===== src/hrbd_pkg.sv =====
// hrbd_pkg: shared types, codes and match tables of the response body deframer
// no dependencies
`timescale 1ns / 1ps
`default_nettype none
package hrbd_pkg;

  localparam int unsigned DefMaxLine  = 1024;
  localparam int unsigned DefBufBytes = 65536;

  localparam logic [7:0] ChCr = 8'h0D;
  localparam logic [7:0] ChLf = 8'h0A;

  typedef enum logic [1:0] {
    KIND_BYTE  = 2'd0,
    KIND_FINAL = 2'd1,
    KIND_DONE  = 2'd2,
    KIND_ERR   = 2'd3
  } hrbd_kind_e;

  typedef enum logic [3:0] {
    PH_HEADER  = 4'd0,
    PH_FIXED   = 4'd1,
    PH_SIZE    = 4'd2,
    PH_SIZE_LF = 4'd3,
    PH_DATA    = 4'd4,
    PH_TRAIL1  = 4'd5,
    PH_TRAIL2  = 4'd6,
    PH_END1    = 4'd7,
    PH_END2    = 4'd8
  } hrbd_phase_e;

  typedef struct packed {
    logic        vld;
    hrbd_kind_e  kind;
    logic [7:0]  body_byte;
    logic        last;
    logic [15:0] status_code;
    logic [16:0] body_length;
  } hrbd_res_t;

  function automatic logic [7:0] pfx_status(input logic [3:0] idx);
    logic [7:0] c;
    unique case (idx)
      4'd0: c = "H";
      4'd1: c = "T";
      4'd2: c = "T";
      4'd3: c = "P";
      4'd4: c = "/";
      4'd5: c = "1";
      4'd6: c = ".";
      4'd7: c = "1";
      default: c = 8'h00;
    endcase
    return c;
  endfunction

  function automatic logic [7:0] pfx_enc(input logic [4:0] idx);
    logic [7:0] c;
    unique case (idx)
      5'd0: c = "T";   5'd1: c = "r";   5'd2: c = "a";   5'd3: c = "n";
      5'd4: c = "s";   5'd5: c = "f";   5'd6: c = "e";   5'd7: c = "r";
      5'd8: c = "-";   5'd9: c = "E";   5'd10: c = "n";  5'd11: c = "c";
      5'd12: c = "o";  5'd13: c = "d";  5'd14: c = "i";  5'd15: c = "n";
      5'd16: c = "g";  5'd17: c = ":";
      // chunked token, offset by the prefix length
      5'd19: c = "h";  5'd20: c = "u";  5'd21: c = "n";  5'd22: c = "k";
      5'd23: c = "e";  5'd24: c = "d";
      default: c = 8'h00;
    endcase
    return c;
  endfunction

  function automatic logic [7:0] pfx_len(input logic [4:0] idx);
    logic [7:0] c;
    unique case (idx)
      5'd0: c = "C";   5'd1: c = "o";   5'd2: c = "n";   5'd3: c = "t";
      5'd4: c = "e";   5'd5: c = "n";   5'd6: c = "t";   5'd7: c = "-";
      5'd8: c = "L";   5'd9: c = "e";   5'd10: c = "n";  5'd11: c = "g";
      5'd12: c = "t";  5'd13: c = "h";  5'd14: c = ":";
      default: c = 8'h00;
    endcase
    return c;
  endfunction

  function automatic logic is_ws(input logic [7:0] b);
    return (b == 8'h20) || (b == 8'h09) || (b == 8'h0D) || (b == 8'h0B) || (b == 8'h0C);
  endfunction

  function automatic logic is_dig(input logic [7:0] b);
    return (b >= 8'h30) && (b <= 8'h39);
  endfunction

endpackage
`default_nettype wire


===== src/hrbd_in_if.sv =====
// hrbd_in_if: input word channel of the deframer
// no dependencies
`timescale 1ns / 1ps
`default_nettype none
interface hrbd_in_if;
  logic       valid;
  logic       ready;
  logic       req_type;
  logic [7:0] data_byte;
  logic       no_body;
  modport source (output valid, req_type, data_byte, no_body, input ready);
  modport sink (input valid, req_type, data_byte, no_body, output ready);
endinterface
`default_nettype wire


===== src/hrbd_out_if.sv =====
// hrbd_out_if: result word channel of the deframer
// no dependencies
`timescale 1ns / 1ps
`default_nettype none
interface hrbd_out_if;
  logic        valid;
  logic        ready;
  logic [1:0]  out_kind;
  logic [7:0]  body_byte;
  logic        last;
  logic [15:0] status_code;
  logic [16:0] body_length;
  modport source (output valid, out_kind, body_byte, last, status_code, body_length,
                  input ready);
  modport sink (input valid, out_kind, body_byte, last, status_code, body_length,
                output ready);
endinterface
`default_nettype wire


===== src/hrbd_core.sv =====
// hrbd_core: parser state and the per-word update logic
// depends on hrbd_pkg
`timescale 1ns / 1ps
`default_nettype none
module hrbd_core #(
  parameter int unsigned MAX_LINE  = hrbd_pkg::DefMaxLine,
  parameter int unsigned BUF_BYTES = hrbd_pkg::DefBufBytes
) (
  input  wire                 clk_i,
  input  wire                 rst_ni,
  input  wire                 step_i,
  input  wire                 req_type_i,
  input  wire  [7:0]          data_byte_i,
  input  wire                 no_body_i,
  output hrbd_pkg::hrbd_res_t res_o
);
  import hrbd_pkg::*;

  localparam logic [16:0] MaxLine  = 17'(MAX_LINE);
  localparam logic [16:0] BufBytes = 17'(BUF_BYTES);

  hrbd_phase_e phase_q, phase_d;
  logic [1:0]  crlf_q, crlf_d;
  logic [15:0] line_len_q, line_len_d;
  logic [3:0]  spos_q, spos_d;
  logic [4:0]  epos_q, epos_d;
  logic [4:0]  lpos_q, lpos_d;
  logic        f_stat_q, f_stat_d, f_enc_q, f_enc_d, f_chunk_q, f_chunk_d;
  logic        f_len_q, f_len_d, f_stop_q, f_stop_d;
  logic [15:0] sv_q, sv_d;
  logic [31:0] cl_q, cl_d;
  logic [31:0] cr_q, cr_d;
  logic [3:0]  hc_q, hc_d;
  logic        head_q, head_d;
  logic [16:0] taken_q, taken_d;
  logic [16:0] bo_q, bo_d;

  logic        restart;
  logic [7:0]  b;
  logic [19:0] sv_ext;
  logic [35:0] cl_ext;
  logic        hex_ok;
  logic [3:0]  hex_v;

  assign b = data_byte_i;

  always_comb begin
    hex_ok = 1'b1;
    hex_v  = 4'd0;
    if (b >= "0" && b <= "9") hex_v = 4'(b - 8'h30);
    else if (b >= "a" && b <= "f") hex_v = 4'(b - 8'h57);
    else if (b >= "A" && b <= "F") hex_v = 4'(b - 8'h37);
    else hex_ok = 1'b0;
  end

  always_comb begin
    phase_d = phase_q; crlf_d = crlf_q; line_len_d = line_len_q;
    spos_d = spos_q; epos_d = epos_q; lpos_d = lpos_q;
    f_stat_d = f_stat_q; f_enc_d = f_enc_q; f_chunk_d = f_chunk_q;
    f_len_d = f_len_q; f_stop_d = f_stop_q;
    sv_d = sv_q; cl_d = cl_q; cr_d = cr_q; hc_d = hc_q;
    head_d = head_q; taken_d = taken_q; bo_d = bo_q;
    restart = 1'b0;
    res_o = '0;
    sv_ext = '0;
    cl_ext = '0;

    if (req_type_i) begin
      restart = 1'b1;
    end else if (taken_q >= BufBytes) begin
      res_o.vld = 1'b1; res_o.kind = KIND_ERR; res_o.last = 1'b1;
      restart = 1'b1;
    end else begin
      taken_d = taken_q + 17'd1;
      unique case (phase_q)
        PH_HEADER: begin
          if (!f_stop_q) begin
            if (b == ChLf) begin
              // end of a header line: settle fields that matched on it
              if ({1'b0, line_len_q} + 17'd1 >= MaxLine) begin
                f_stop_d = 1'b1;
                if (!f_stat_q) sv_d = '0;
                if (!f_len_q) cl_d = '0;
              end else begin
                if (!f_stat_q) begin
                  if (spos_q == 4'd9 || spos_q == 4'd10) f_stat_d = 1'b1;
                  else sv_d = '0;
                end
                if (!f_enc_q) begin
                  if (epos_q == 5'd25 || epos_q == 5'd27) begin
                    f_enc_d = 1'b1; f_chunk_d = 1'b1;
                  end else if ((epos_q >= 5'd19 && epos_q <= 5'd24) || epos_q == 5'd26) begin
                    f_enc_d = 1'b1;
                  end
                end
                if (!f_len_q) begin
                  if (lpos_q == 5'd16 || lpos_q == 5'd17) f_len_d = 1'b1;
                  else cl_d = '0;
                end
              end
              spos_d = '0; epos_d = '0; lpos_d = '0; line_len_d = '0;
            end else if (line_len_q == '0 && b == ChCr) begin
              f_stop_d = 1'b1;
            end else begin
              // status line matcher
              if (!f_stat_q) begin
                if (spos_q < 4'd8) begin
                  spos_d = (b == pfx_status(spos_q)) ? spos_q + 4'd1 : 4'd15;
                end else if (spos_q == 4'd8) begin
                  if (is_dig(b)) begin
                    sv_d = {12'd0, b[3:0]}; spos_d = 4'd9;
                  end else if (!is_ws(b)) spos_d = 4'd15;
                end else if (spos_q == 4'd9) begin
                  if (is_dig(b)) begin
                    sv_ext = {sv_q, 3'd0} + {3'd0, sv_q, 1'b0} + 20'(b[3:0]);
                    sv_d = (sv_ext > 20'hFFFF) ? 16'hFFFF : sv_ext[15:0];
                  end else spos_d = 4'd10;
                end
              end
              // transfer-encoding matcher
              if (!f_enc_q) begin
                if (epos_q < 5'd18) begin
                  epos_d = (b == pfx_enc(epos_q)) ? epos_q + 5'd1 : 5'd31;
                end else if (epos_q == 5'd18) begin
                  if (b == "c") epos_d = 5'd19;
                  else if (!is_ws(b)) epos_d = 5'd26;
                end else if (epos_q >= 5'd19 && epos_q <= 5'd24) begin
                  epos_d = (b == pfx_enc(epos_q)) ? epos_q + 5'd1 : 5'd26;
                end else if (epos_q == 5'd25) begin
                  epos_d = is_ws(b) ? 5'd27 : 5'd26;
                end
              end
              // content-length matcher
              if (!f_len_q) begin
                if (lpos_q < 5'd15) begin
                  lpos_d = (b == pfx_len(lpos_q)) ? lpos_q + 5'd1 : 5'd31;
                end else if (lpos_q == 5'd15) begin
                  if (is_dig(b)) begin
                    cl_d = {28'd0, b[3:0]}; lpos_d = 5'd16;
                  end else if (!is_ws(b)) lpos_d = 5'd31;
                end else if (lpos_q == 5'd16) begin
                  if (is_dig(b)) begin
                    cl_ext = {cl_q, 3'd0} + {3'd0, cl_q, 1'b0} + 36'(b[3:0]);
                    cl_d = (cl_ext > 36'hFFFF_FFFF) ? 32'hFFFF_FFFF : cl_ext[31:0];
                  end else lpos_d = 5'd17;
                end
              end
              if (line_len_q != 16'hFFFF) line_len_d = line_len_q + 16'd1;
            end
          end
          if (b == ChLf && crlf_q == 2'd3) begin
            // blank line: header done
            if (!f_stat_d) begin
              res_o.vld = 1'b1; res_o.kind = KIND_ERR; res_o.last = 1'b1;
              restart = 1'b1;
            end else if (head_q || (!f_chunk_d && cl_d == '0)) begin
              res_o.vld = 1'b1; res_o.kind = KIND_DONE; res_o.last = 1'b1;
              restart = 1'b1;
            end else if (f_chunk_d) begin
              phase_d = PH_SIZE; cr_d = '0; hc_d = '0;
            end else begin
              phase_d = PH_FIXED;
            end
          end else if (b == (crlf_q[0] ? ChLf : ChCr)) begin
            crlf_d = crlf_q + 2'd1;
          end else begin
            crlf_d = (b == ChCr) ? 2'd1 : 2'd0;
          end
        end
        PH_FIXED: begin
          bo_d = bo_q + 17'd1;
          res_o.vld = 1'b1; res_o.body_byte = b;
          if ({15'd0, bo_d} >= cl_q) begin
            res_o.kind = KIND_FINAL; res_o.last = 1'b1; restart = 1'b1;
          end else begin
            res_o.kind = KIND_BYTE;
          end
        end
        PH_SIZE: begin
          if (hex_ok && hc_q < 4'd8) begin
            cr_d = {cr_q[27:0], hex_v}; hc_d = hc_q + 4'd1;
          end else if (!hex_ok && b == ChCr && hc_q != '0) begin
            phase_d = PH_SIZE_LF;
          end else begin
            res_o.vld = 1'b1; res_o.kind = KIND_ERR; res_o.last = 1'b1;
            restart = 1'b1;
          end
        end
        PH_SIZE_LF: begin
          if (b != ChLf) begin
            res_o.vld = 1'b1; res_o.kind = KIND_ERR; res_o.last = 1'b1;
            restart = 1'b1;
          end else begin
            phase_d = (cr_q == '0) ? PH_END1 : PH_DATA;
          end
        end
        PH_DATA: begin
          bo_d = bo_q + 17'd1;
          cr_d = cr_q - 32'd1;
          if (cr_d == '0) phase_d = PH_TRAIL1;
          res_o.vld = 1'b1; res_o.kind = KIND_BYTE; res_o.body_byte = b;
        end
        PH_TRAIL1: phase_d = PH_TRAIL2;
        PH_TRAIL2: begin
          phase_d = PH_SIZE; cr_d = '0; hc_d = '0;
        end
        PH_END1: phase_d = PH_END2;
        default: begin
          res_o.vld = 1'b1; res_o.kind = KIND_DONE; res_o.last = 1'b1;
          restart = 1'b1;
        end
      endcase
    end

    res_o.status_code = sv_d;
    res_o.body_length = bo_d;

    if (restart) begin
      phase_d = PH_HEADER; crlf_d = '0; line_len_d = '0;
      spos_d = '0; epos_d = '0; lpos_d = '0;
      f_stat_d = 1'b0; f_enc_d = 1'b0; f_chunk_d = 1'b0; f_len_d = 1'b0; f_stop_d = 1'b0;
      sv_d = '0; cl_d = '0; cr_d = '0; hc_d = '0;
      head_d = req_type_i & no_body_i;
      taken_d = '0; bo_d = '0;
    end
  end

  always_ff @(posedge clk_i or negedge rst_ni) begin
    if (!rst_ni) begin
      phase_q <= PH_HEADER; crlf_q <= '0; line_len_q <= '0;
      spos_q <= '0; epos_q <= '0; lpos_q <= '0;
      f_stat_q <= 1'b0; f_enc_q <= 1'b0; f_chunk_q <= 1'b0; f_len_q <= 1'b0;
      f_stop_q <= 1'b0;
      sv_q <= '0; cl_q <= '0; cr_q <= '0; hc_q <= '0;
      head_q <= 1'b0; taken_q <= '0; bo_q <= '0;
    end else if (step_i) begin
      phase_q <= phase_d; crlf_q <= crlf_d; line_len_q <= line_len_d;
      spos_q <= spos_d; epos_q <= epos_d; lpos_q <= lpos_d;
      f_stat_q <= f_stat_d; f_enc_q <= f_enc_d; f_chunk_q <= f_chunk_d;
      f_len_q <= f_len_d; f_stop_q <= f_stop_d;
      sv_q <= sv_d; cl_q <= cl_d; cr_q <= cr_d; hc_q <= hc_d;
      head_q <= head_d; taken_q <= taken_d; bo_q <= bo_d;
    end
  end

  a_chunk_needs_enc: assert property (@(posedge clk_i) disable iff (!rst_ni)
    f_chunk_q |-> f_enc_q) else $error("chunked flag without encoding flag");
  a_data_nonzero: assert property (@(posedge clk_i) disable iff (!rst_ni)
    (phase_q == PH_DATA) |-> (cr_q != '0)) else $error("data phase with empty chunk");
  a_hex_count: assert property (@(posedge clk_i) disable iff (!rst_ni)
    hc_q <= 4'd8) else $error("hex digit count overran");

endmodule
`default_nettype wire


===== src/http_response_body_deframer_top.sv =====
// http_response_body_deframer_top: input register, parser core and result register
// depends on hrbd_pkg, hrbd_in_if, hrbd_out_if, hrbd_core
`timescale 1ns / 1ps
`default_nettype none
// usage
// - in_i carries one word per handshake: a response byte (req_type 0) or a
//   start marker (req_type 1) whose no_body bit flags a reply to HEAD
// - out_o carries at most one result word per input word: body bytes, the
//   final byte, a completion or an error; last marks the end of a response
// - a start marker drops any response in progress silently
// - a word lands in the input register; the parser runs on it and loads
//   the result register, which drives out_o, once that register is free
// - throughput: one word per cycle while out_o does not stall; the parser
//   update between the input register and the result register is combinational
// - when out_o stalls with a result held, the parsed word waits in the input
//   register and in_i.ready drops; a word that gives no result still needs
//   the result register free before it moves on
// - reset clears both registers' valid bits and all parser state, leaving the
//   parser in the header phase waiting for a status line
module http_response_body_deframer_top #(
  parameter int unsigned MAX_LINE  = hrbd_pkg::DefMaxLine,
  parameter int unsigned BUF_BYTES = hrbd_pkg::DefBufBytes
) (
  input wire         clk_i,
  input wire         rst_ni,
  hrbd_in_if.sink    in_i,
  hrbd_out_if.source out_o
);
  import hrbd_pkg::*;

  // input register
  logic       in_vld_q;
  logic       req_q;
  logic [7:0] byte_q;
  logic       nob_q;

  // result register
  logic       out_vld_q;
  hrbd_res_t  out_q;
  hrbd_res_t  res;

  logic advance;

  // parse when a word is held and the result register can take its result
  assign advance    = in_vld_q && (!out_vld_q || out_o.ready);
  assign in_i.ready = !in_vld_q || advance;

  always_ff @(posedge clk_i or negedge rst_ni) begin
    if (!rst_ni) begin
      in_vld_q <= 1'b0;
    end else if (in_i.ready) begin
      in_vld_q <= in_i.valid;
    end
  end

  always_ff @(posedge clk_i) begin
    if (in_i.valid && in_i.ready) begin
      req_q  <= in_i.req_type;
      byte_q <= in_i.data_byte;
      nob_q  <= in_i.no_body;
    end
  end

  hrbd_core #(
    .MAX_LINE  (MAX_LINE),
    .BUF_BYTES (BUF_BYTES)
  ) u_core (
    .clk_i       (clk_i),
    .rst_ni      (rst_ni),
    .step_i      (advance),
    .req_type_i  (req_q),
    .data_byte_i (byte_q),
    .no_body_i   (nob_q),
    .res_o       (res)
  );

  always_ff @(posedge clk_i or negedge rst_ni) begin
    if (!rst_ni) begin
      out_vld_q <= 1'b0;
    end else if (advance) begin
      out_vld_q <= res.vld;
    end else if (out_o.ready) begin
      out_vld_q <= 1'b0;
    end
  end

  always_ff @(posedge clk_i) begin
    if (advance) begin
      out_q <= res;
    end
  end

  assign out_o.valid       = out_vld_q;
  assign out_o.out_kind    = out_q.kind;
  assign out_o.body_byte   = out_q.body_byte;
  assign out_o.last        = out_q.last;
  assign out_o.status_code = out_q.status_code;
  assign out_o.body_length = out_q.body_length;

  // last goes with every kind except a plain body byte
  a_last_kind: assert property (@(posedge clk_i) disable iff (!rst_ni)
    out_vld_q |-> (out_q.last == (out_q.kind != KIND_BYTE)))
    else $error("last flag does not match result kind");
  // completions and errors carry no byte
  a_no_byte: assert property (@(posedge clk_i) disable iff (!rst_ni)
    (out_vld_q && (out_q.kind == KIND_DONE || out_q.kind == KIND_ERR))
      |-> (out_q.body_byte == 8'd0))
    else $error("byte on completion or error");
  // an empty input register always takes a word
  a_ready_empty: assert property (@(posedge clk_i) disable iff (!rst_ni)
    !in_vld_q |-> in_i.ready) else $error("empty input register not ready");

endmodule
`default_nettype wire


===== src/flat_wrapper.sv =====
// flat-port wrapper written by rule: the top's interface ports become plain ports
module http_response_body_deframer_top_flat import hrbd_pkg::*;
#(
  parameter int unsigned MAX_LINE  = hrbd_pkg::DefMaxLine,
  parameter int unsigned BUF_BYTES = hrbd_pkg::DefBufBytes
)
  (clk_i, rst_ni, in_i_valid, in_i_req_type, in_i_data_byte, in_i_no_body, in_i_ready, out_o_valid, out_o_out_kind, out_o_body_byte, out_o_last, out_o_status_code, out_o_body_length, out_o_ready);
  hrbd_in_if in_i_i ();
  hrbd_out_if out_o_i ();
  input wire clk_i;
  input wire rst_ni;
  input wire logic [$bits(in_i_i.valid)-1:0] in_i_valid;
  input wire logic [$bits(in_i_i.req_type)-1:0] in_i_req_type;
  input wire logic [$bits(in_i_i.data_byte)-1:0] in_i_data_byte;
  input wire logic [$bits(in_i_i.no_body)-1:0] in_i_no_body;
  output wire logic [$bits(in_i_i.ready)-1:0] in_i_ready;
  output wire logic [$bits(out_o_i.valid)-1:0] out_o_valid;
  output wire logic [$bits(out_o_i.out_kind)-1:0] out_o_out_kind;
  output wire logic [$bits(out_o_i.body_byte)-1:0] out_o_body_byte;
  output wire logic [$bits(out_o_i.last)-1:0] out_o_last;
  output wire logic [$bits(out_o_i.status_code)-1:0] out_o_status_code;
  output wire logic [$bits(out_o_i.body_length)-1:0] out_o_body_length;
  input wire logic [$bits(out_o_i.ready)-1:0] out_o_ready;
  assign in_i_i.valid = in_i_valid;
  assign in_i_i.req_type = in_i_req_type;
  assign in_i_i.data_byte = in_i_data_byte;
  assign in_i_i.no_body = in_i_no_body;
  assign in_i_ready = in_i_i.ready;
  assign out_o_valid = out_o_i.valid;
  assign out_o_out_kind = out_o_i.out_kind;
  assign out_o_body_byte = out_o_i.body_byte;
  assign out_o_last = out_o_i.last;
  assign out_o_status_code = out_o_i.status_code;
  assign out_o_body_length = out_o_i.body_length;
  assign out_o_i.ready = out_o_ready;
  http_response_body_deframer_top #(.MAX_LINE(MAX_LINE), .BUF_BYTES(BUF_BYTES)) u_core (.clk_i(clk_i), .rst_ni(rst_ni), .in_i(in_i_i), .out_o(out_o_i));
endmodule

===== config.mk =====
export PLATFORM = sky130hd
export DESIGN_NAME = http_response_body_deframer_top_flat
export DESIGN_NICKNAME = d
export VERILOG_FILES = /design/src/hrbd_pkg.sv /design/src/hrbd_in_if.sv /design/src/hrbd_out_if.sv /design/src/hrbd_core.sv /design/src/http_response_body_deframer_top.sv /design/src/flat_wrapper.sv
export SDC_FILE = /design/constraint.sdc
export NUM_CORES = 1
export LEC_CHECK = 0
export ABC_CLOCK_PERIOD_IN_PS = 7240
export BUFFER_PORTS_ARGS = -buffer_cell sky130_fd_sc_hd__buf_4
export CORE_MARGIN = 2
export CORE_UTILIZATION = 50
export DETAILED_ROUTE_END_ITERATION = 7
export GPL_TIMING_DRIVEN = 0
export PLACE_DENSITY_LB_ADDON = 0.05
export SETUP_SLACK_MARGIN = 0.4
export SLEW_MARGIN = 20
export SYNTH_ARGS = -nofsm -noshare
export SYNTH_HDL_FRONTEND = slang
export SYNTH_SLANG_ARGS = --single-unit

===== constraint.sdc =====
create_clock -name clk_i -period 7.24 [get_ports clk_i]
set_input_delay 0.724 -clock clk_i [delete_from_list [all_inputs] [get_ports clk_i]]
set_output_delay 0.724 -clock clk_i [all_outputs]
set_load 0.1 [all_outputs]

* Word-level counts from Yosys, hierarchy flattened
Memories as Yosys holds them, arrays and structs flattened. Index checks and enable logic that the tools add are counted.
Operators by class: add/sub/neg operators 17, multipliers 0, div/mod/pow operators 0, order comparisons 17, equality and inequality tests 55, shifts and indexed selects 0, mux-type cells 257, bitwise operators 2, reductions and logical operators 59
Operators by type and width (count):
- 2-to-1 mux 32 bit | 29
- 2-to-1 mux 16 bit | 26
- 2-to-1 mux 8 bit | 38
- 2-to-1 mux 5 bit | 31
- 2-to-1 mux 4 bit | 36
- case mux 32 bit (4 select lines) | 1
- 2-to-1 mux 17 bit | 7
- zero test 32 bit | 3
- 2-to-1 mux 1 bit | 68
- == test 8 x 4 -> 1 bit, second input constant | 5
- adder 35 x 33 -> 36 bit | 1
- adder 36 x 4 -> 36 bit | 1
- > comparator 36 x 32 -> 1 bit, second input constant | 1
- adder 17 x 1 -> 17 bit, second input constant | 2
- == test 8 bit | 4
- >= comparator 17 x 32 -> 1 bit | 1
- subtractor 32 x 1 -> 32 bit, second input constant | 1
- == test 5 bit, second input constant | 6
- != test 3 bit, second input constant | 10
- case mux 4 bit (7 select lines) | 1
- AND reduction 9 bit | 3
- 2-to-1 mux 3 bit | 8
- adder 19 x 17 -> 20 bit | 1
- adder 20 x 4 -> 20 bit | 1
- 64 further kinds | 122
Storage, ports and cells: register bits 216, bits in latches 0, memory bits (writable) 0, ROM bits 616, bits of input ports 14, output and inout bits 46, logic and storage cells 439, memories kept 4
Memories:
- (no name shown) | depth 32, bits a word 7, rd ports 1, clocked after memory_dff 0, write ports 0, RTL line hrbd_pkg.sv:59 | unique case (idx)
- (no name shown) | depth 32, bits a word 7, rd ports 1, clocked after memory_dff 0, write ports 0, RTL line hrbd_pkg.sv:59
- (no name shown) | depth 16, bits a word 7, rd ports 1, clocked after memory_dff 0, write ports 0, RTL line hrbd_pkg.sv:75 | unique case (idx)
- (no name shown) | depth 8, bits a word 7, rd ports 1, clocked after memory_dff 0, write ports 0, RTL line hrbd_pkg.sv:43 | unique case (idx)

* Depth between registers and ports, before layout
depth in word-level cells 26, depth in mapped cells 23

* By module
From an unflattened synthesis, not the netlist that was laid out.
Second synthesis, totals: cell total of the unflattened synthesis 2236, area, all modules 18604.1 sq um
By module, submodules not included:
- hrbd_core | instances 1, cells each 2173, area an instance 16877.4 sq um
- http_response_body_deframer_top | instances 1, cells each 63, area an instance 1726.7 sq um

* Worst setup path before layout
OpenSTA, ideal clock, no wires.
path type flip-flop to flip-flop, start register u_core.byte_q[3], end register u_core.u_core.lpos_q[0], library setup time 0.079 ns, arrival time 5.376 ns, slack 1.784 ns, stages on the path, launching flop included 23, path buffers 3, period minus slack after synthesis 5.456 ns, path through edfxtp_1 > buf_2 > clkinv_1 > fa_1 > inv_1 > fa_1 > a211oi_1 > o21ai_1 > a211oi_1 > and4_1 > nor4_1 > o21ba_2 > o211ai_1 > buf_2 > a211oi_2 > o21ai_1 > or3_1 > or4_4 > o31ai_4 > buf_6 > o21ai_2 > nor3_2 > mux2i_1
On the way: longest elaborated chain between the ends 25, elaborated cells between the ends (all ways) 90, classes of those cells add/sub: 1; order compare: 7; eq/ne: 15; mux: 47; reduce/logical: 20
Ends and longest elaborated chain:
- start: declaration | RTL line http_response_body_deframer_top.sv:34 | logic [7:0] byte_q;
- start signal: assignment | RTL line http_response_body_deframer_top.sv:59 | byte_q <= in_i.data_byte;
- adder 36 x 4 -> 36 bit | RTL line hrbd_core.sv:143 | cl_ext = {cl_q, 3'd0} + {3'd0, cl_q, 1'b0} + 36'(b[3:0]);
- > comparator 36 x 32 -> 1 bit | RTL line hrbd_core.sv:144 | cl_d = (cl_ext > 36'hFFFF_FFFF) ? 32'hFFFF_FFFF : cl_ext[31:0];
- 2-to-1 mux 32 bit | RTL line hrbd_core.sv:144
- 2-to-1 mux 32 bit | RTL line hrbd_core.sv:142 | if (is_dig(b)) begin
- 2-to-1 mux 32 bit | RTL line hrbd_core.sv:141 | end else if (lpos_q == 5'd16) begin
- 2-to-1 mux 32 bit | RTL line hrbd_core.sv:137 | end else if (lpos_q == 5'd15) begin
- 2-to-1 mux 32 bit | RTL line hrbd_core.sv:135 | if (lpos_q < 5'd15) begin
- 2-to-1 mux 32 bit | RTL line hrbd_core.sv:134 | if (!f_len_q) begin
- [... 9 more ...]
- 2-to-1 mux 1 bit | RTL line hrbd_core.sv:156 | end else if (head_q || (!f_chunk_d && cl_d == '0)) begin
- 2-to-1 mux 1 bit | RTL line hrbd_core.sv:153 | if (!f_stat_d) begin
- 2-to-1 mux 1 bit | RTL line hrbd_core.sv:151 | if (b == ChLf && crlf_q == 2'd3) begin
- case mux 1 bit (5 select lines) | RTL line hrbd_core.sv:75 | unique case (phase_q)
- 2-to-1 mux 1 bit | RTL line hrbd_core.sv:70 | end else if (taken_q >= BufBytes) begin
- 2-to-1 mux 1 bit | RTL line hrbd_core.sv:68 | if (req_type_i) begin
- != test 6 x 5 -> 1 bit (no line) (tied with other cells)
- AND reduction 10 bit (no line)
- end signal: assignment | RTL line hrbd_core.sv:238 | spos_q <= spos_d; epos_q <= epos_d; lpos_q <= lpos_d;
- end: declaration | RTL line hrbd_core.sv:27 | logic [4:0] lpos_q, lpos_d;
Parallel ways exist; a longest one is shown, timed or not. The select of a mux whose other input is x is not followed. A chain may end at the register's enable or synchronous reset.

* Worst setup path in the final report
start register u_core.byte_q[3], end register u_core.u_core.hc_q[2]
On the way: longest elaborated chain between the ends 25, elaborated cells between the ends (all ways) 69, classes of those cells add/sub: 1; order compare: 7; eq/ne: 10; mux: 36; reduce/logical: 15
Ends and longest elaborated chain:
- adder 36 x 4 -> 36 bit | RTL line hrbd_core.sv:143
- > comparator 36 x 32 -> 1 bit | RTL line hrbd_core.sv:144
- 2-to-1 mux 32 bit | RTL line hrbd_core.sv:144
- 2-to-1 mux 32 bit | RTL line hrbd_core.sv:142
- 2-to-1 mux 32 bit | RTL line hrbd_core.sv:141
- 2-to-1 mux 32 bit | RTL line hrbd_core.sv:137
- 2-to-1 mux 32 bit | RTL line hrbd_core.sv:135
- 2-to-1 mux 32 bit | RTL line hrbd_core.sv:134
- [... 9 more ...]
- 2-to-1 mux 1 bit | RTL line hrbd_core.sv:156
- 2-to-1 mux 1 bit | RTL line hrbd_core.sv:153
- 2-to-1 mux 1 bit | RTL line hrbd_core.sv:151
- case mux 1 bit (5 select lines) | RTL line hrbd_core.sv:75
- 2-to-1 mux 1 bit | RTL line hrbd_core.sv:70
- 2-to-1 mux 1 bit | RTL line hrbd_core.sv:68
- != test 3 bit (no line) (tied with other cells)
- AND reduction 9 bit (no line)
- end: declaration | RTL line hrbd_core.sv:33 | logic [3:0] hc_q, hc_d;
Parallel ways exist; a longest one is shown, timed or not. The select of a mux whose other input is x is not followed.

==> out/results.tsv <==
metric	value	unit
Final setup viols	0	
Slew @ Worst Pin	1.20	ns
Period minus WS final	6.65	ns
sequential cell area fraction in the yosys report	32.2	%
Synth Flop Type	dfrtp_1	
Final Cycle Share	91.8	%
FP Rows	68	
CP peak stage delay	0.66	ns
core box area	34600	um2
Initial DRT Pass Iterations	6	
Slew HR	19.5	%
pwr/cell area	303	nW/um2
largest net degree at the start of global routing	93	
maxcap violations	0	
Mapped Area	17600	um2
Worst Hold Class	input port to asynchronous set/reset pin	
run status	finished clean	
Clk Latency, worst-skew pair	0.54	ns
Reg power frac	25.4	%
async set-reset flop share out of synthesis	75.0	%
vias in the first global route	16225	
clock share of power	24.4	%
Initial Util	50.9	%
TritonCTS clock tree	built	
Unique masters post-synth	93	
Final Total Pwr	5.96	mW
critical path peak fanout	10	
Fill cells	3261	
Clock Pin Slew Worst Setup and Hold Paths	0.06	ns
DPL Wire Length	43400	um
GPL Wtd Cong	0.976	
Startpoint Class	flop	
Max clock buf depth	3	
Clock Sink Count	216	
synth warn	0	
Mapped Cells	2136	
register bit count reported by yosys	216	
Die Span Y	192	um
Mean Syn Cell Area	8.26	um2
critical path's slowest cell	or4_4	
RSZ-0062 raised after global routing	true	
count of final hold-check violations	0	
Die Area	36800	um2
Top Ports	60	
reg-to-reg slack, setup	0.59	ns
Reg2Reg Capture Point	u_core.u_core.hc_q[2]	
Logic pwr share	50.2	%
detail-routed via count per cell	6.40	
sw frac	46.8	%
CTS buffer count	27	
critical path arrival	7.07	ns
worst hold slack	0.152	ns
internal power	3.17	mW
R2R depth	22	
Die Wd	192	um
Mapped Nets	2300	
I/O Buffers	59	
Root Buffer	clkbuf_16	
Routed WL	58600	um
drc violations	0	
max-slew violations	0	
crit path kind	flop to flop	
crit path cell chain	buf_4 > clkinv_2 > fa_1 > inv_1 > ha_1 > a211oi_1 > o211ai_1 > a21boi_0 > o21ai_1 > a21oi_1 > o31ai_1 > xor2_1 > or3_1 > a221oi_1 > a21oi_1 > or4_4 > o31ai_4 > buf_6 > buf_2 > nor2_1 > nand4_1 > o211ai_1	
Vias	17314	
Antenna Cells	0	
nets	2394	
WL per Instance	21.7	um
Clock Skews	0.0120	ns
first-pass GRT wire length	91900	um
reg2reg start	u_core.byte_q[3]	
H-tree lvl count	1	
total global routing track utilization	31.6	%
switching pwr	2.79	mW
initial antenna violation count	0	
WP data required	7.66	ns
number of flops mapped to enable cells by yosys	54	
CP Capture Type	flop	
FMAX	150	MHz
Leak	8.59	nW
share of post-route cells with drive strength above 1	8.31	%
post-route ant nets	0	
CTS Hold Bufs	0	
Max VDD drop	0.000287	V
Area growth syn-to-layout	11.7	%
grt ovf	0	
Initial DRC Count	1707	
==> state kept, by name, indices dropped and copies added, names as in the netlist, 2 cells and up <==
signal / count
u_core.u_core.line_len_q: 16
u_core.u_core.lpos_q: 5
u_core.u_core.epos_q: 5
u_core.u_core.cl_q: 32
u_core.u_core.sv_q: 16
u_core.out_o.body_byte: 8
u_core.out_o.out_kind: 2
u_core.u_core.crlf_q: 2
u_core.out_o.body_length: 17
u_core.u_core.cr_q: 32
u_core.out_o.status_code: 16
u_core.u_core.hc_q: 4
u_core.u_core.bo_q: 17
u_core.u_core.phase_q: 4
u_core.u_core.spos_q: 4
u_core.u_core.taken_q: 17
u_core.byte_q: 8
==> layer usage <==
| metal | vias to the layer above | routed length, um | track usage [%] |
|---|---|---|---|
| li1 | 8092 | - | - |
| met1 | 8240 | 26300 | 45.9 |
| met2 | 859 | 25700 | 49.2 |
| met3 | 123 | 5060 | 4.35 |
| met4 | 0 | 1550 | 9.08 |
| met5 | - | 0 | 0 |
==> worst max path at each step <==
stage	end	depth (start not counted)	slack, ns	startpoint
after floorplan	u_core.u_core.lpos_q[0]	22	1.78	u_core.byte_q[3]
after global placement	u_core.u_core.taken_q[1]	20	-0.23	u_core.byte_q[3]
after detailed placement	u_core.u_core.sv_q[0]	21	-0.28	u_core.byte_q[3]
after CTS	u_core.u_core.line_len_q[3]	18	0.45	u_core.byte_q[0]
after global routing	u_core.u_core.cr_q[28]	22	0.39	u_core.byte_q[3]
final	u_core.u_core.hc_q[2]	22	0.59	u_core.byte_q[3]
==> area by class of cell <==
| class | count | area [um2] | share of cell area [%] |
|---|---|---|---|
| Tap cell | 455 | 569 | 2.89 |
| Timing Repair Buffer | 65 | 515 | 2.62 |
| Sequential cell | 216 | 5680 | 28.8 |
| Clock inverter | 16 | 230 | 1.17 |
| Buffer | 112 | 487 | 2.47 |
| Inverter | 81 | 309 | 1.57 |
| Clock buffer | 33 | 698 | 3.54 |
| Multi-Input combinational cell | 1727 | 11200 | 57.0 |
==> synth_stat cells, drive strengths merged, types with 12 or more instances <==
cell,n,area share (%)
o21ai,226,6.5
o211ai,27,1.1
nor3,56,1.6
and2,26,0.92
o21a,16,0.68
a21o,29,1.2
nand2b,17,0.60
xor2,42,2.1
o22ai,22,0.78
nand4,21,0.74
mux2i,12,0.68
inv,76,1.6
dfrtp,162,23
buf,23,0.80
and3,36,1.3
nand3,47,1.3
nand2,240,5.1
a31oi,26,0.92
edfxtp,54,9.2
nor2,171,3.7
nor2b,23,0.82
nor4,36,1.3
a22oi,23,0.98
a22o,22,1.1
ha,146,10
a21oi,181,5.2
xnor2,64,3.2
o31ai,29,1.5
clkbuf,89,1.9
or4,12,0.53
a211oi,22,0.96
==> repair_timing <==
action / in CTS / in global routing
setup buffers: 2 / 2
setup endpoints to repair: 157 / 154
pin swaps: 1 / 4
resized for setup: 8 / 12
endpoints found under the hold margin: 0 / 0
==> power groups by stage <==
stage / logic (mW) / clock network, mW / registers [mW]
6_report: 2.99 / 1.46 / 1.51
2_1_floorplan: 1.87 / 0 / 1.75
3_5_place_dp: 2.92 / 0 / 1.53
3_3_place_gp: 2.88 / 0 / 1.53
4_1_cts: 2.94 / 1.47 / 1.51
5_1_grt: 3.24 / 1.52 / 1.53
==> metrics by stage <==
stage | utilization, % | worst slack (ns) | setup TNS [ns] | std cells | cell area (um2)
2_1_floorplan | - | 1.78 | 0 | 2136 | 17600
3_3_place_gp | 53.9 | -0.228 | -6.79 | 2650 | 18700
3_5_place_dp | 54.0 | -0.275 | -14.17 | 2652 | 18700
4_1_cts | 56.8 | 0.448 | 0 | 2703 | 19700
5_1_grt | 56.9 | 0.394 | 0 | 2705 | 19700
6_report | 56.9 | 0.590 | 0 | 2705 | 19700
==> kinds of logic (layout without fill, tap and decap cells) <==
group,Yosys count,after routing,share of synthesized area (%)
AOI/OAI and AO/OA,728,728,26.4
xor gates and xnor gates,106,106,5.26
adders and majority gates,150,150,10.8
buffers and inverters,193,307,4.42
DFF,216,216,32.2
muxes,14,14,0.873
and+or+nand+nor,729,729,20.0
==> layout by cell type (no fill, tap or decap), drive strengths merged, types with 56 or more instances in the layout <==
| master | n |
|---|---|
| buf | 88 |
| inv | 76 |
| a21oi | 181 |
| clkbuf | 122 |
| nor2 | 171 |
| dfrtp | 162 |
| nand2 | 240 |
| nor3 | 56 |
| o21ai | 226 |
| xnor2 | 64 |
| ha | 146 |
==> critical path: cells and delay by family, from the launching register on <==
family | cells | cell delay [ns]
flops | 1 | 0.40
compound gates | 10 | 2.65
simple gates | 4 | 1.35
fa+ha+maj | 2 | 0.86
buf+inv | 5 | 1.07
xor+xnor | 1 | 0.19
(Power assumes the default switching activity.)
